## src/sfr_pkg.sv

```systemverilog
// Shared types, widths and constants of the serial frame receiver.
`default_nettype none
package sfr_pkg;

  localparam int BYTE_W      = 8;
  localparam int CHECK_W     = 16;
  localparam int FRAME_SIZE_W = 6;
  localparam int CFG_IDX_W   = 2;

  // Register reset values
  localparam logic [BYTE_W-1:0]  HEADER_FIRST_RST  = 8'hDE;
  localparam logic [BYTE_W-1:0]  HEADER_SECOND_RST = 8'h5B;
  localparam logic [CHECK_W-1:0] CHECK_SEED_RST    = 16'h1021;

  // Configuration register indexes
  typedef enum logic [CFG_IDX_W-1:0] {
    CFG_HEADER_FIRST  = 2'd0,
    CFG_HEADER_SECOND = 2'd1,
    CFG_CHECK_SEED    = 2'd2
  } cfg_index_t;

  // Frame parser phases
  typedef enum logic [2:0] {
    PH_IDLE    = 3'd0,
    PH_HDR     = 3'd1,
    PH_SIZE    = 3'd2,
    PH_PAYLOAD = 3'd3,
    PH_CHK1    = 3'd4,
    PH_CHK2    = 3'd5
  } parse_phase_t;

  // Emitter states
  typedef enum logic [1:0] {
    EM_IDLE = 2'd0,
    EM_ZERO = 2'd1,
    EM_READ = 2'd2,
    EM_LOAD = 2'd3
  } emit_state_t;

  // Running checksum: rotate left by one, then XOR the byte in
  function automatic logic [CHECK_W-1:0] check_step(input logic [CHECK_W-1:0] c,
                                                    input logic [BYTE_W-1:0]  b);
    check_step = {c[CHECK_W-2:0], c[CHECK_W-1]} ^ {{(CHECK_W-BYTE_W){1'b0}}, b};
  endfunction

endpackage
`default_nettype wire

```

## src/sfr_payload_ram.sv

```systemverilog
// Payload store: single-port-write, single-read memory with registered read data.
`default_nettype none
module sfr_payload_ram
  import sfr_pkg::*;
#(
  parameter int DEPTH = 60,
  parameter int AW    = 6
) (
  input  wire logic              clk,
  input  wire logic              wr_en,
  input  wire logic [AW-1:0]     wr_addr,
  input  wire logic [BYTE_W-1:0] wr_data,
  input  wire logic              rd_en,
  input  wire logic [AW-1:0]     rd_addr,
  output logic      [BYTE_W-1:0] rd_data
);

  logic [BYTE_W-1:0] mem [DEPTH];

  // Write port
  always_ff @(posedge clk) begin
    if (wr_en) begin
      mem[wr_addr] <= wr_data;
    end
  end

  // Registered read port
  always_ff @(posedge clk) begin
    if (rd_en) begin
      rd_data <= mem[rd_addr];
    end
  end

endmodule
`default_nettype wire

```

## src/sfr_parser.sv

```systemverilog
// Frame parser: config registers, header hunt, length, payload store writes, checksum.
`default_nettype none
module sfr_parser
  import sfr_pkg::*;
#(
  parameter int MAX_PAYLOAD = 60,
  parameter int AW          = 6,
  parameter int LW          = 6
) (
  input  wire logic                 clk,
  input  wire logic                 rst_n,
  // configuration
  input  wire logic                 cfg_we,
  input  wire logic [CFG_IDX_W-1:0] cfg_index,
  input  wire logic [CHECK_W-1:0]   cfg_wdata,
  // input channel
  input  wire logic                 in_valid,
  output logic                      in_stall,
  input  wire logic [BYTE_W-1:0]    in_rx_byte,
  input  wire logic                 in_after_gap,
  input  wire logic                 in_sink_full,
  // payload store write side
  output logic                      ram_we,
  output logic      [AW-1:0]        ram_waddr,
  output logic      [BYTE_W-1:0]    ram_wdata,
  // emitter handoff
  input  wire logic                 emit_busy,
  output logic                      emit_start,
  output logic      [LW-1:0]        emit_len
);

  localparam logic [BYTE_W:0] MAX_LEN = (BYTE_W+1)'(MAX_PAYLOAD);

  logic [BYTE_W-1:0]  hdr_first_r;
  logic [BYTE_W-1:0]  hdr_second_r;
  logic [CHECK_W-1:0] seed_r;

  parse_phase_t       phase_r, phase_nxt, phase_eff;
  logic [LW-1:0]      offset_r, offset_nxt, offset_inc;
  logic [LW-1:0]      length_r, length_nxt;
  logic [CHECK_W-1:0] chk_r, chk_nxt;
  logic [BYTE_W-1:0]  chk_hi_r, chk_hi_nxt;
  logic               accept;

  // Configuration registers
  always_ff @(posedge clk) begin
    if (!rst_n) begin
      hdr_first_r  <= HEADER_FIRST_RST;
      hdr_second_r <= HEADER_SECOND_RST;
      seed_r       <= CHECK_SEED_RST;
    end else if (cfg_we) begin
      case (cfg_index)
        CFG_HEADER_FIRST:  hdr_first_r  <= cfg_wdata[BYTE_W-1:0];
        CFG_HEADER_SECOND: hdr_second_r <= cfg_wdata[BYTE_W-1:0];
        CFG_CHECK_SEED:    seed_r       <= cfg_wdata;
        default: ;
      endcase
    end
  end

  // Input is held off while a frame drains
  assign in_stall = emit_busy;
  assign accept   = in_valid && !in_stall;

  assign offset_inc = offset_r + LW'(1);
  assign ram_waddr  = offset_r[AW-1:0];
  assign ram_wdata  = in_rx_byte;
  assign emit_len   = length_r;

  // Phase register and frame state
  always_ff @(posedge clk) begin
    if (!rst_n) begin
      phase_r  <= PH_IDLE;
      offset_r <= '0;
      length_r <= '0;
      chk_r    <= '0;
      chk_hi_r <= '0;
    end else begin
      phase_r  <= phase_nxt;
      offset_r <= offset_nxt;
      length_r <= length_nxt;
      chk_r    <= chk_nxt;
      chk_hi_r <= chk_hi_nxt;
    end
  end

  // Next phase and store writes
  always_comb begin
    phase_eff  = in_after_gap ? PH_IDLE : phase_r;
    phase_nxt  = phase_r;
    offset_nxt = offset_r;
    length_nxt = length_r;
    chk_nxt    = chk_r;
    chk_hi_nxt = chk_hi_r;
    ram_we     = 1'b0;
    emit_start = 1'b0;
    if (accept) begin
      case (phase_eff)
        PH_IDLE: begin
          phase_nxt = (in_rx_byte == hdr_first_r) ? PH_HDR : PH_IDLE;
        end
        PH_HDR: begin
          phase_nxt = (in_rx_byte == hdr_second_r) ? PH_SIZE : PH_IDLE;
        end
        PH_SIZE: begin
          if (in_sink_full || ({1'b0, in_rx_byte} > MAX_LEN)) begin
            phase_nxt = PH_IDLE;
          end else begin
            length_nxt = LW'(in_rx_byte);
            offset_nxt = '0;
            chk_nxt    = check_step(seed_r, in_rx_byte);
            phase_nxt  = (in_rx_byte == '0) ? PH_CHK1 : PH_PAYLOAD;
          end
        end
        PH_PAYLOAD: begin
          chk_nxt    = check_step(chk_r, in_rx_byte);
          ram_we     = 1'b1;
          offset_nxt = offset_inc;
          phase_nxt  = (offset_inc == length_r) ? PH_CHK1 : PH_PAYLOAD;
        end
        PH_CHK1: begin
          chk_hi_nxt = in_rx_byte;
          phase_nxt  = PH_CHK2;
        end
        PH_CHK2: begin
          emit_start = ({chk_hi_r, in_rx_byte} == chk_r);
          phase_nxt  = PH_IDLE;
        end
        default: phase_nxt = PH_IDLE;
      endcase
    end
  end

endmodule
`default_nettype wire

```

## src/sfr_emitter.sv

```systemverilog
// Frame emitter: reads the stored payload back and drives the result register.
`default_nettype none
module sfr_emitter
  import sfr_pkg::*;
#(
  parameter int AW = 6,
  parameter int LW = 6
) (
  input  wire logic                    clk,
  input  wire logic                    rst_n,
  input  wire logic                    emit_start,
  input  wire logic [LW-1:0]           emit_len,
  output logic                         emit_busy,
  // payload store read side
  output logic                         ram_re,
  output logic      [AW-1:0]           ram_raddr,
  input  wire logic [BYTE_W-1:0]       ram_rdata,
  // result channel
  output logic                         out_valid,
  input  wire logic                    out_stall,
  output logic      [BYTE_W-1:0]       out_payload_byte,
  output logic      [FRAME_SIZE_W-1:0] out_frame_size,
  output logic      [FRAME_SIZE_W-1:0] out_byte_index,
  output logic                         out_last
);

  emit_state_t             state_r, state_nxt;
  logic [LW-1:0]           idx_r, idx_nxt, idx_inc;
  logic [LW-1:0]           len_r, len_nxt;
  logic                    valid_r, valid_nxt;
  logic                    out_free, load;
  logic [BYTE_W-1:0]       byte_nxt, byte_r;
  logic [FRAME_SIZE_W-1:0] size_nxt, size_r, index_nxt, index_r;
  logic                    last_nxt, last_r;

  assign out_free  = !valid_r || !out_stall;
  assign idx_inc   = idx_r + LW'(1);
  assign ram_raddr = idx_r[AW-1:0];
  assign emit_busy = (state_r != EM_IDLE);

  assign out_valid        = valid_r;
  assign out_payload_byte = byte_r;
  assign out_frame_size   = size_r;
  assign out_byte_index   = index_r;
  assign out_last         = last_r;

  // Control registers
  always_ff @(posedge clk) begin
    if (!rst_n) begin
      state_r <= EM_IDLE;
      valid_r <= 1'b0;
      idx_r   <= '0;
      len_r   <= '0;
    end else begin
      state_r <= state_nxt;
      valid_r <= valid_nxt;
      idx_r   <= idx_nxt;
      len_r   <= len_nxt;
    end
  end

  // Result payload register
  always_ff @(posedge clk) begin
    if (load) begin
      byte_r  <= byte_nxt;
      size_r  <= size_nxt;
      index_r <= index_nxt;
      last_r  <= last_nxt;
    end
  end

  // Each payload byte: a memory read once the result register is free, then the result load
  always_comb begin
    state_nxt = state_r;
    idx_nxt   = idx_r;
    len_nxt   = len_r;
    ram_re    = 1'b0;
    load      = 1'b0;
    byte_nxt  = ram_rdata;
    size_nxt  = FRAME_SIZE_W'(len_r);
    index_nxt = FRAME_SIZE_W'(idx_r);
    last_nxt  = (idx_inc == len_r);
    case (state_r)
      EM_IDLE: begin
        if (emit_start) begin
          len_nxt   = emit_len;
          idx_nxt   = '0;
          state_nxt = (emit_len == '0) ? EM_ZERO : EM_READ;
        end
      end
      EM_ZERO: begin
        // empty frame: a single marker result
        if (out_free) begin
          load      = 1'b1;
          byte_nxt  = '0;
          size_nxt  = '0;
          index_nxt = '0;
          last_nxt  = 1'b1;
          state_nxt = EM_IDLE;
        end
      end
      EM_READ: begin
        if (out_free) begin
          ram_re    = 1'b1;
          state_nxt = EM_LOAD;
        end
      end
      EM_LOAD: begin
        // result register is empty here: it was free when the read went out
        load      = 1'b1;
        idx_nxt   = idx_inc;
        state_nxt = (idx_inc == len_r) ? EM_IDLE : EM_READ;
      end
      default: state_nxt = EM_IDLE;
    endcase
    valid_nxt = load ? 1'b1 : (valid_r && out_stall);
  end

endmodule
`default_nettype wire

```

## src/serial_frame_receiver.sv

```systemverilog
// Top level of the serial frame receiver.
`default_nettype none
// Parses a received byte stream into frames of the form header_first,
// header_second, length, payload, checksum high, checksum low. The checksum
// starts at check_seed and, for the length byte and each payload byte, is
// rotated left by one and XORed with the byte. An idle gap flag restarts the
// header hunt; an oversized length or a full sink drops the frame. While a
// frame is being parsed, one input byte is taken per clock. After the last
// checksum byte of a good frame the input is stalled while the frame drains:
// each payload byte needs a read of the payload memory, then the load of
// the result register; an empty frame needs a single marker load. The drain
// waits on result stalls. The payload memory needs no clearing after reset.
module serial_frame_receiver
  import sfr_pkg::*;
#(
  parameter int MAX_PAYLOAD = 60
) (
  input  wire logic                    clk,
  input  wire logic                    rst_n,
  // configuration
  input  wire logic                    cfg_we,
  input  wire logic [CFG_IDX_W-1:0]    cfg_index,
  input  wire logic [CHECK_W-1:0]      cfg_wdata,
  // received bytes
  input  wire logic                    in_valid,
  output logic                         in_stall,
  input  wire logic [BYTE_W-1:0]       in_rx_byte,
  input  wire logic                    in_after_gap,
  input  wire logic                    in_sink_full,
  // frame payload bytes
  output logic                         out_valid,
  input  wire logic                    out_stall,
  output logic      [BYTE_W-1:0]       out_payload_byte,
  output logic      [FRAME_SIZE_W-1:0] out_frame_size,
  output logic      [FRAME_SIZE_W-1:0] out_byte_index,
  output logic                         out_last
);

  localparam int AW = (MAX_PAYLOAD > 1) ? $clog2(MAX_PAYLOAD) : 1;
  localparam int LW = $clog2(MAX_PAYLOAD + 1);

  logic              ram_we, ram_re;
  logic [AW-1:0]     ram_waddr, ram_raddr;
  logic [BYTE_W-1:0] ram_wdata, ram_rdata;
  logic              emit_start, emit_busy;
  logic [LW-1:0]     emit_len;

  sfr_parser #(
    .MAX_PAYLOAD (MAX_PAYLOAD),
    .AW          (AW),
    .LW          (LW)
  ) u_parser (
    .clk          (clk),
    .rst_n        (rst_n),
    .cfg_we       (cfg_we),
    .cfg_index    (cfg_index),
    .cfg_wdata    (cfg_wdata),
    .in_valid     (in_valid),
    .in_stall     (in_stall),
    .in_rx_byte   (in_rx_byte),
    .in_after_gap (in_after_gap),
    .in_sink_full (in_sink_full),
    .ram_we       (ram_we),
    .ram_waddr    (ram_waddr),
    .ram_wdata    (ram_wdata),
    .emit_busy    (emit_busy),
    .emit_start   (emit_start),
    .emit_len     (emit_len)
  );

  sfr_payload_ram #(
    .DEPTH (MAX_PAYLOAD),
    .AW    (AW)
  ) u_ram (
    .clk     (clk),
    .wr_en   (ram_we),
    .wr_addr (ram_waddr),
    .wr_data (ram_wdata),
    .rd_en   (ram_re),
    .rd_addr (ram_raddr),
    .rd_data (ram_rdata)
  );

  sfr_emitter #(
    .AW (AW),
    .LW (LW)
  ) u_emitter (
    .clk              (clk),
    .rst_n            (rst_n),
    .emit_start       (emit_start),
    .emit_len         (emit_len),
    .emit_busy        (emit_busy),
    .ram_re           (ram_re),
    .ram_raddr        (ram_raddr),
    .ram_rdata        (ram_rdata),
    .out_valid        (out_valid),
    .out_stall        (out_stall),
    .out_payload_byte (out_payload_byte),
    .out_frame_size   (out_frame_size),
    .out_byte_index   (out_byte_index),
    .out_last         (out_last)
  );

endmodule
`default_nettype wire
```

## config.mk

```make
export PLATFORM = sky130hd
export DESIGN_NAME = serial_frame_receiver
export DESIGN_NICKNAME = d
export VERILOG_FILES = /design/src/sfr_pkg.sv /design/src/sfr_payload_ram.sv /design/src/sfr_parser.sv /design/src/sfr_emitter.sv /design/src/serial_frame_receiver.sv
export SDC_FILE = /design/constraint.sdc
export NUM_CORES = 1
export LEC_CHECK = 0
export BUFFER_PORTS_ARGS = -buffer_cell sky130_fd_sc_hd__buf_2
export CORE_ASPECT_RATIO = 0.75
export CORE_UTILIZATION = 60
export DETAILED_ROUTE_END_ITERATION = 10
export PLACE_DENSITY = 0.77
export SETUP_SLACK_MARGIN = 0.2
export SYNTH_ARGS = -nofsm -noshare
export SYNTH_HDL_FRONTEND = slang
export SYNTH_SLANG_ARGS = --single-unit
```

## constraint.sdc

```tcl
create_clock -name clk -period 4.73 [get_ports clk]
set_input_delay 0.2365 -clock clk [delete_from_list [all_inputs] [get_ports clk]]
set_output_delay 0.2365 -clock clk [all_outputs]
set_load 0.02 [all_outputs]
```

-- After elaboration in Yosys (flattened, before gate mapping)
Memory sizes are Yosys's and may differ from the RTL's. A register that Yosys moved wholly into a read port is not among the register bits.
Index checks and enable logic that the tools add are counted.
Widths: inputs -> output; s select.
- memories kept: 1
- bits in latches: 0
- output and inout port bits: 23
- word-level logic and storage cells: 103
- bits of input ports: 33
- memory bits (writable): 480
- bits in read-only memories: 0
- register bits: 107
- memory list (name ; words ; width ; read ports ; clocked after Yosys merged registers in ; wr ports ; RTL line ; source):
    u_ram.mem ; 60 ; 8 ; 1 ; 1 ; 1 ; sfr_payload_ram.sv:18 ; logic [BYTE_W-1:0] mem [DEPTH];
- equal/unequal tests: 19
- div/mod/pow operators: 0
- reduce and logical (&&, ||, !) cells: 24
- order comparisons: 1
- shifts and indexed selects: 0
- bitwise operators: 3
- muxes and demuxes: 37
- add/subtract/negate cells: 2
- multiply operators: 0
- operators with widths (cell ; number):
    $mux 6 ; 6
    $pmux 16 s2 ; 1
    $xor 16x8->16 ; 2
    $pmux 6 s2 ; 2
    $eq 16x16->1 ; 1
    $eq 8x8->1 ; 2
    $mux 16 ; 1
    $mux 8 ; 2
    $pmux 3 s5 ; 1
    $add 6x1->6 const B ; 2
    $eq 6x6->1 ; 2
    $mux 1 ; 12
    $mux 2 ; 6
    $mux 3 ; 4
    $reduce_and 2->1 ; 6
    $reduce_and 3->1 ; 3
    $gt 8x6->1 const B ; 1
    $logic_not 8->1 ; 1
    $pmux 2 s4 ; 1
    $eq 2x2->1 const B ; 3
    $eq 3x2->1 const B ; 2
    $eq 3x3->1 const B ; 2
    $logic_not 6->1 ; 1
    $reduce_bool 2->1 ; 3
    11 further kinds ; 19

-- Depth between registers and ports, before layout
- word-level depth: 6
- gate-level depth with buffers: 9
- mapped depth without buffers: 6

-- By module
A second synthesis with hierarchy kept.
- cells, all modules: 1503
- area total of the unflattened synthesis: 24513.5 µm²
- by module, submodules not included (module ; area each (µm²) ; cells each ; instances ; sequential area each (µm²)):
    sfr_payload_ram ; 19319.8 ; 925 ; 1 ; 14654.1
    sfr_parser ; 3584.7 ; 436 ; 1 ; 1421.4
    sfr_emitter ; 1609.0 ; 142 ; 1 ; 930.9

-- Worst setup path after synthesis
OpenSTA, ideal clock, no wires.
- path type: register -> register
- from: reg u_parser.phase_r[0]
- to: mem u_ram.mem[54][0], enable pin
- path buffers: 2
- path slack: 2.380 ns
- data arrival time: 1.979 ns
- stages on the path, launching flop included: 8
- cell sequence: dfxtp_1 > clkbuf_1 > nor4bb_1 > buf_2 > nand2_1 > nor2_1 > nand3_1 > nor2_1
- word-level cells in the longest chain between the ends: 6
- RTL lines (element ; RTL line ; source):
    from (decl) ; sfr_parser.sv:38 ; parse_phase_t phase_r, phase_nxt, phase_eff;
    from (signal assigned) ; sfr_parser.sv:79 ; phase_r <= phase_nxt;
    $mux 3 ; sfr_parser.sv:89 ; phase_eff = in_after_gap ? PH_IDLE : phase_r;
    $eq 3x2->1 ; sfr_parser.sv:98 ; case (phase_eff)
    $mux 1 ; sfr_parser.sv:98 ;
    $mux 1 ; sfr_parser.sv:97 ; if (accept) begin
    $mux 1 ; sfr_payload_ram.sv:22 ; if (wr_en) begin
    $mux 1 (not written as such) ; sfr_payload_ram.sv:23 ; mem[wr_addr] <= wr_data;
    to (decl) ; sfr_payload_ram.sv:18 ;
Every way passes these cells.

-- Worst setup path in the final report
- from: reg u_emitter.state_r[1]
- to: mem u_ram.mem[54][1], enable pin
- word-level cells in the longest chain between the ends: 6
- RTL lines (element ; RTL line ; source):
    from (decl) ; sfr_emitter.sv:27 ; emit_state_t state_r, state_nxt;
    from (signal assigned) ; sfr_emitter.sv:55 ; state_r <= state_nxt;
    $reduce_bool 2->1 ; sfr_emitter.sv:39 ; assign emit_busy = (state_r != EM_IDLE);
    $logic_not 1->1 ; sfr_parser.sv:63 ; assign accept = in_valid && !in_stall;
    $logic_and 1x1->1 ; sfr_parser.sv:63 ;
    $mux 1 ; sfr_parser.sv:97 ;
    $mux 1 ; sfr_payload_ram.sv:22 ;
    $mux 1 (not written as such) ; sfr_payload_ram.sv:23 ;
Every way passes these cells.

==> reports/qor.txt <==
1st-iter DRT viols -> 1956
max incr delay on CP -> 0.77 ns
simple logic cell fraction of the synthesized area -> 8.084%
Ys Warns -> 0
top_reg_cell synth -> edfxtp_1
FFs w/ async S/R, synth -> 0%
routed vias -> 13960
Syn Inst Count -> 1492
post-synthesis adder-cell area fraction -> 0.1044%
critical path endpoint category -> register
TritonCTS buffer count -> 53
post-synthesis xor/xnor area fraction -> 2.032%
cell mode on critical path -> nor2_1
GR peak layer -> met1
Clock Tree Buf Depth -> 3
core footprint -> 38790 µm²
# setup viols final -> 0
Worst Hold Class -> input pin to register
Syn Nets -> 1527
CP bufs+invs -> 0
total of max-cap violations -> 0
CP startpoint kind -> register
Worst EP required -> 4.94 ns
WP data arrival -> 3.67 ns
P&R area growth vs syn -> 11.21%
reg2reg end -> u_ram.mem[54][1]$_DFFE_PP_
final hold violations -> 0
Leakage -> 8.210 nW
vias per inst -> 6.633
Max-slew headroom -> 25.18%
met2 Use GR -> 40.82%
htree depth -> 2
overall routed net length -> 57.90 mm
RSZ-0062 raised after global routing -> no
layout cells sized above 1 -> 18.96%
FMAX -> 289.0 MHz
Mapped Area -> 23960 µm²
Final ANT Viol Nets -> 0
Initial Utilization -> 61.77%
status -> finished, final reports clean
I/O Pins -> 56
min Tclk post-route -> 3.460 ns
Worst R2R Setup Slack -> 1.27 ns
HP Start -> out_stall
CTS clock-pin slew for the worst setup and hold paths -> 0.07 ns
P_sw -> 2.075 mW
Sw Share -> 20.15%
total iterations of the first detailed-routing run -> 5
Synth Area in Compound Gates -> 4.664%
die area -> 40740 µm²
hold path cells -> 3
Comb power frac -> 2.1%
Remaining DRCs -> 0
Clock Skews -> 0.02561 ns
final period utilization -> 73.15%
number of clock sinks -> 595
GRT Total Usage -> 29.17%
GPL Wtd Cong -> 0.9040
nets -> 1584
critical path class -> register to register
#FFs+latches synth -> 595
CTS tree -> done
largest family of logic cells by synthesized area -> multiplexers
met1 usage -> 44.64%
input/output buffers -> 55
row count -> 62
power density cells -> 386.4 nW/µm²
n_diodes -> 0
hold endpoint -> u_emitter.state_r[0]$_SDFFE_PN0P_
post-synth top area share -> 63.80%
cell depth of the worst flop-to-flop path -> 5
Avg WL per Cell -> 27.51 µm
largest net degree at the start of global routing -> 64
global-route wire length before repair -> 85.64 mm
final max-slew violation count -> 0
Die Wd -> 232.7 µm
Crit path max-delay family -> simple AND/OR/NAND/NOR gates
worst slew pin tran -> 1.122 ns
vias in the first global route -> 13400
sequential share of power -> 55.4%
register area share after synthesis -> 70.98%
worst-path fanout max -> 13
mux contribution to synthesized area -> 12.47%
Mapped Avg Cell Area -> 16.06 µm²
top cells by area, synth -> edfxtp_1 (64%), mux4_2 (11%), dfxtp_1 (7.2%)
clock group share of total power -> 42.5%
Internal -> 8.221 mW
synth unique cells -> 60
Root Buffer -> clkbuf_16
cts repair resizes -> 0
Core Util, Final -> 68.69%
setup TNS -> 0 ns
clk_lat worst skew -> 0.59 ns
Die Span Y -> 175.1 µm
total grt overflow -> 0
post-route setup slack -> 1.270 ns
CP max-delay cell -> nor2_1
dpl ws -> 1.394 ns
area leader, netlist -> edfxtp_1
Max VDD drop -> 316.8 µV
crit path cell chain -> nor3b_1 > nand2_1 > nor2_1 > nand3_1 > nor2_1
Post-synth EDFFs -> 509
initial antenna violation count -> 5
RR Startpoint -> u_emitter.state_r[1]$_SDFFE_PN0P_
Detail Placement HPWL -> 36.20 mm
met3 Resource Use GR -> 9.318%
==> power groups by stage <==
stage | clock [mW] | sequential (mW) | combinational, mW
final | 4.38 | 5.70 | 0.219
after global routing | 4.60 | 5.70 | 0.233
after CTS | 4.40 | 5.70 | 0.216
after detailed placement | 0 | 5.82 | 0.205
after global placement | 0 | 5.81 | 0.201
after floorplan | 0 | 5.81 | 0.0781
==> layer usage <==
metal	share of wire, %	up-vias
met4	2.4	2
met2	43	913
met3	13	106
li1	-	5936
met5	0.029	-
met1	42	7005
==> worst min-delay path, cell delays in order <==
cell and delay [ns]:
buf_2 0.11, a31o_2 0.16, o21a_1 0.12
==> cells in the final DEF (no fill, tap or decap), types with 7 or more instances in the layout <==
| cell | synthesis | routed |
|---|---|---|
| nor3b_1 | 7 | 7 |
| nor2_1 | 104 | 104 |
| buf_4 | 0 | 22 |
| clkbuf_1 | 67 | 13 |
| clkbuf_16 | 0 | 55 |
| o22ai_1 | 23 | 23 |
| a31oi_1 | 10 | 10 |
| edfxtp_1 | 509 | 509 |
| dfxtp_1 | 86 | 83 |
| nand4_1 | 8 | 8 |
| dlygate4sd3_1 | 0 | 16 |
| nor3_1 | 21 | 21 |
| xnor2_1 | 38 | 38 |
| nand3_1 | 54 | 54 |
| mux4_2 | 112 | 112 |
| a22oi_1 | 10 | 10 |
| a21oi_1 | 47 | 47 |
| clkinv_2 | 0 | 10 |
| mux2i_1 | 42 | 42 |
| xor2_1 | 15 | 15 |
| nand2_1 | 142 | 142 |
| buf_2 | 18 | 55 |
| o21ai_0 | 36 | 36 |
| a311oi_1 | 8 | 8 |
| nor4_1 | 7 | 7 |
| o211ai_1 | 10 | 10 |
| and2_1 | 18 | 18 |
==> worst max-delay path by stage <==
stage | to | cells past startpoint | slack, ns | from
2_1_floorplan | u_ram.mem[54][0]$_DFFE_PP_ | 7 | 2.38 | u_parser.phase_r[0]$_SDFFE_PN0P_
3_3_place_gp | u_ram.mem[14][7]$_DFFE_PP_ | 5 | 1.54 | u_emitter.state_r[1]$_SDFFE_PN0P_
3_5_place_dp | u_ram.mem[54][7]$_DFFE_PP_ | 5 | 1.39 | u_emitter.state_r[1]$_SDFFE_PN0P_
4_1_cts | u_ram.mem[54][1]$_DFFE_PP_ | 5 | 1.36 | u_emitter.state_r[1]$_SDFFE_PN0P_
5_1_grt | u_ram.mem[3][2]$_DFFE_PP_ | 4 | 1.15 | u_parser.phase_r[0]$_SDFFE_PN0P_
6_report | u_ram.mem[54][1]$_DFFE_PP_ | 5 | 1.27 | u_emitter.state_r[1]$_SDFFE_PN0P_
==> flip-flops by register name, summed over array words and instances (netlist names), 8 cells and up <==
name and count:
u_emitter.out_payload_byte 8, u_parser.hdr_first_r 8, u_parser.hdr_second_r 8, u_parser.chk_hi_r 8
u_parser.seed_r 16, u_ram.mem 480, u_parser.chk_r 16, u_ram.rd_data 8
==> area by class of cell <==
type,count,area (µm²)
clock buffer,68,1425
clock inverter,31,335.3
fill,2518,12140
inverter,5,18.77
multi-input combinational,799,6569
sequential,595,17020
tap,512,640.6
timing repair buffer,95,640.6
==> stage by stage <==
step | power, mW | cell area, µm² | hold WS (ns) | instances
floorplan | 5.892 | 23960 | 0.3354 | 1492
global placement | 6.015 | 24720 | 0.4426 | 1990
detailed placement | 6.020 | 24720 | 0.4505 | 1990
CTS | 10.32 | 26640 | 0.02963 | 2105
global route | 10.53 | 26640 | 0.03141 | 2105
finish | 10.30 | 26640 | 0.05765 | 2105
==> what timing repair did <==
action | CTS | global route
endpoints found under the hold margin | 32 | 0
buffers inserted | 0 | 0
hold buffers | 16 | 0
==> cells by family after synthesis <==
logic type      after synthesis
buf+inv                      98
simple gates                410
flops                       595
mux                         158
compound gates              175
fa+ha+maj                     2
xor+xnor                     54
==> Yosys cell counts (all sizes together), types with 3 or more instances <==
master and n:
edfxtp 509, a31oi 10, o21ai 36, a21oi 47, buf 26, nand2 142, mux4 112, mux2 4
xnor2 38, or3 6, dfxtp 86, nand3b 6, o21a 5, nor3b 7, nand3 54, o211ai 10
o221a 4, and2 18, inv 5, clkbuf 67, a311oi 8, or4 4, nand4 8, nand2b 5
or2 6, nor2 104, mux2i 42, a221o 4, nor2b 6, nor3 22, xor2 15, o22ai 23
nor4 8, and3b 3, a21boi 5, o2111ai 3, or3b 4, a22oi 10
No activity file was read; power rests on OpenSTA's default activity.
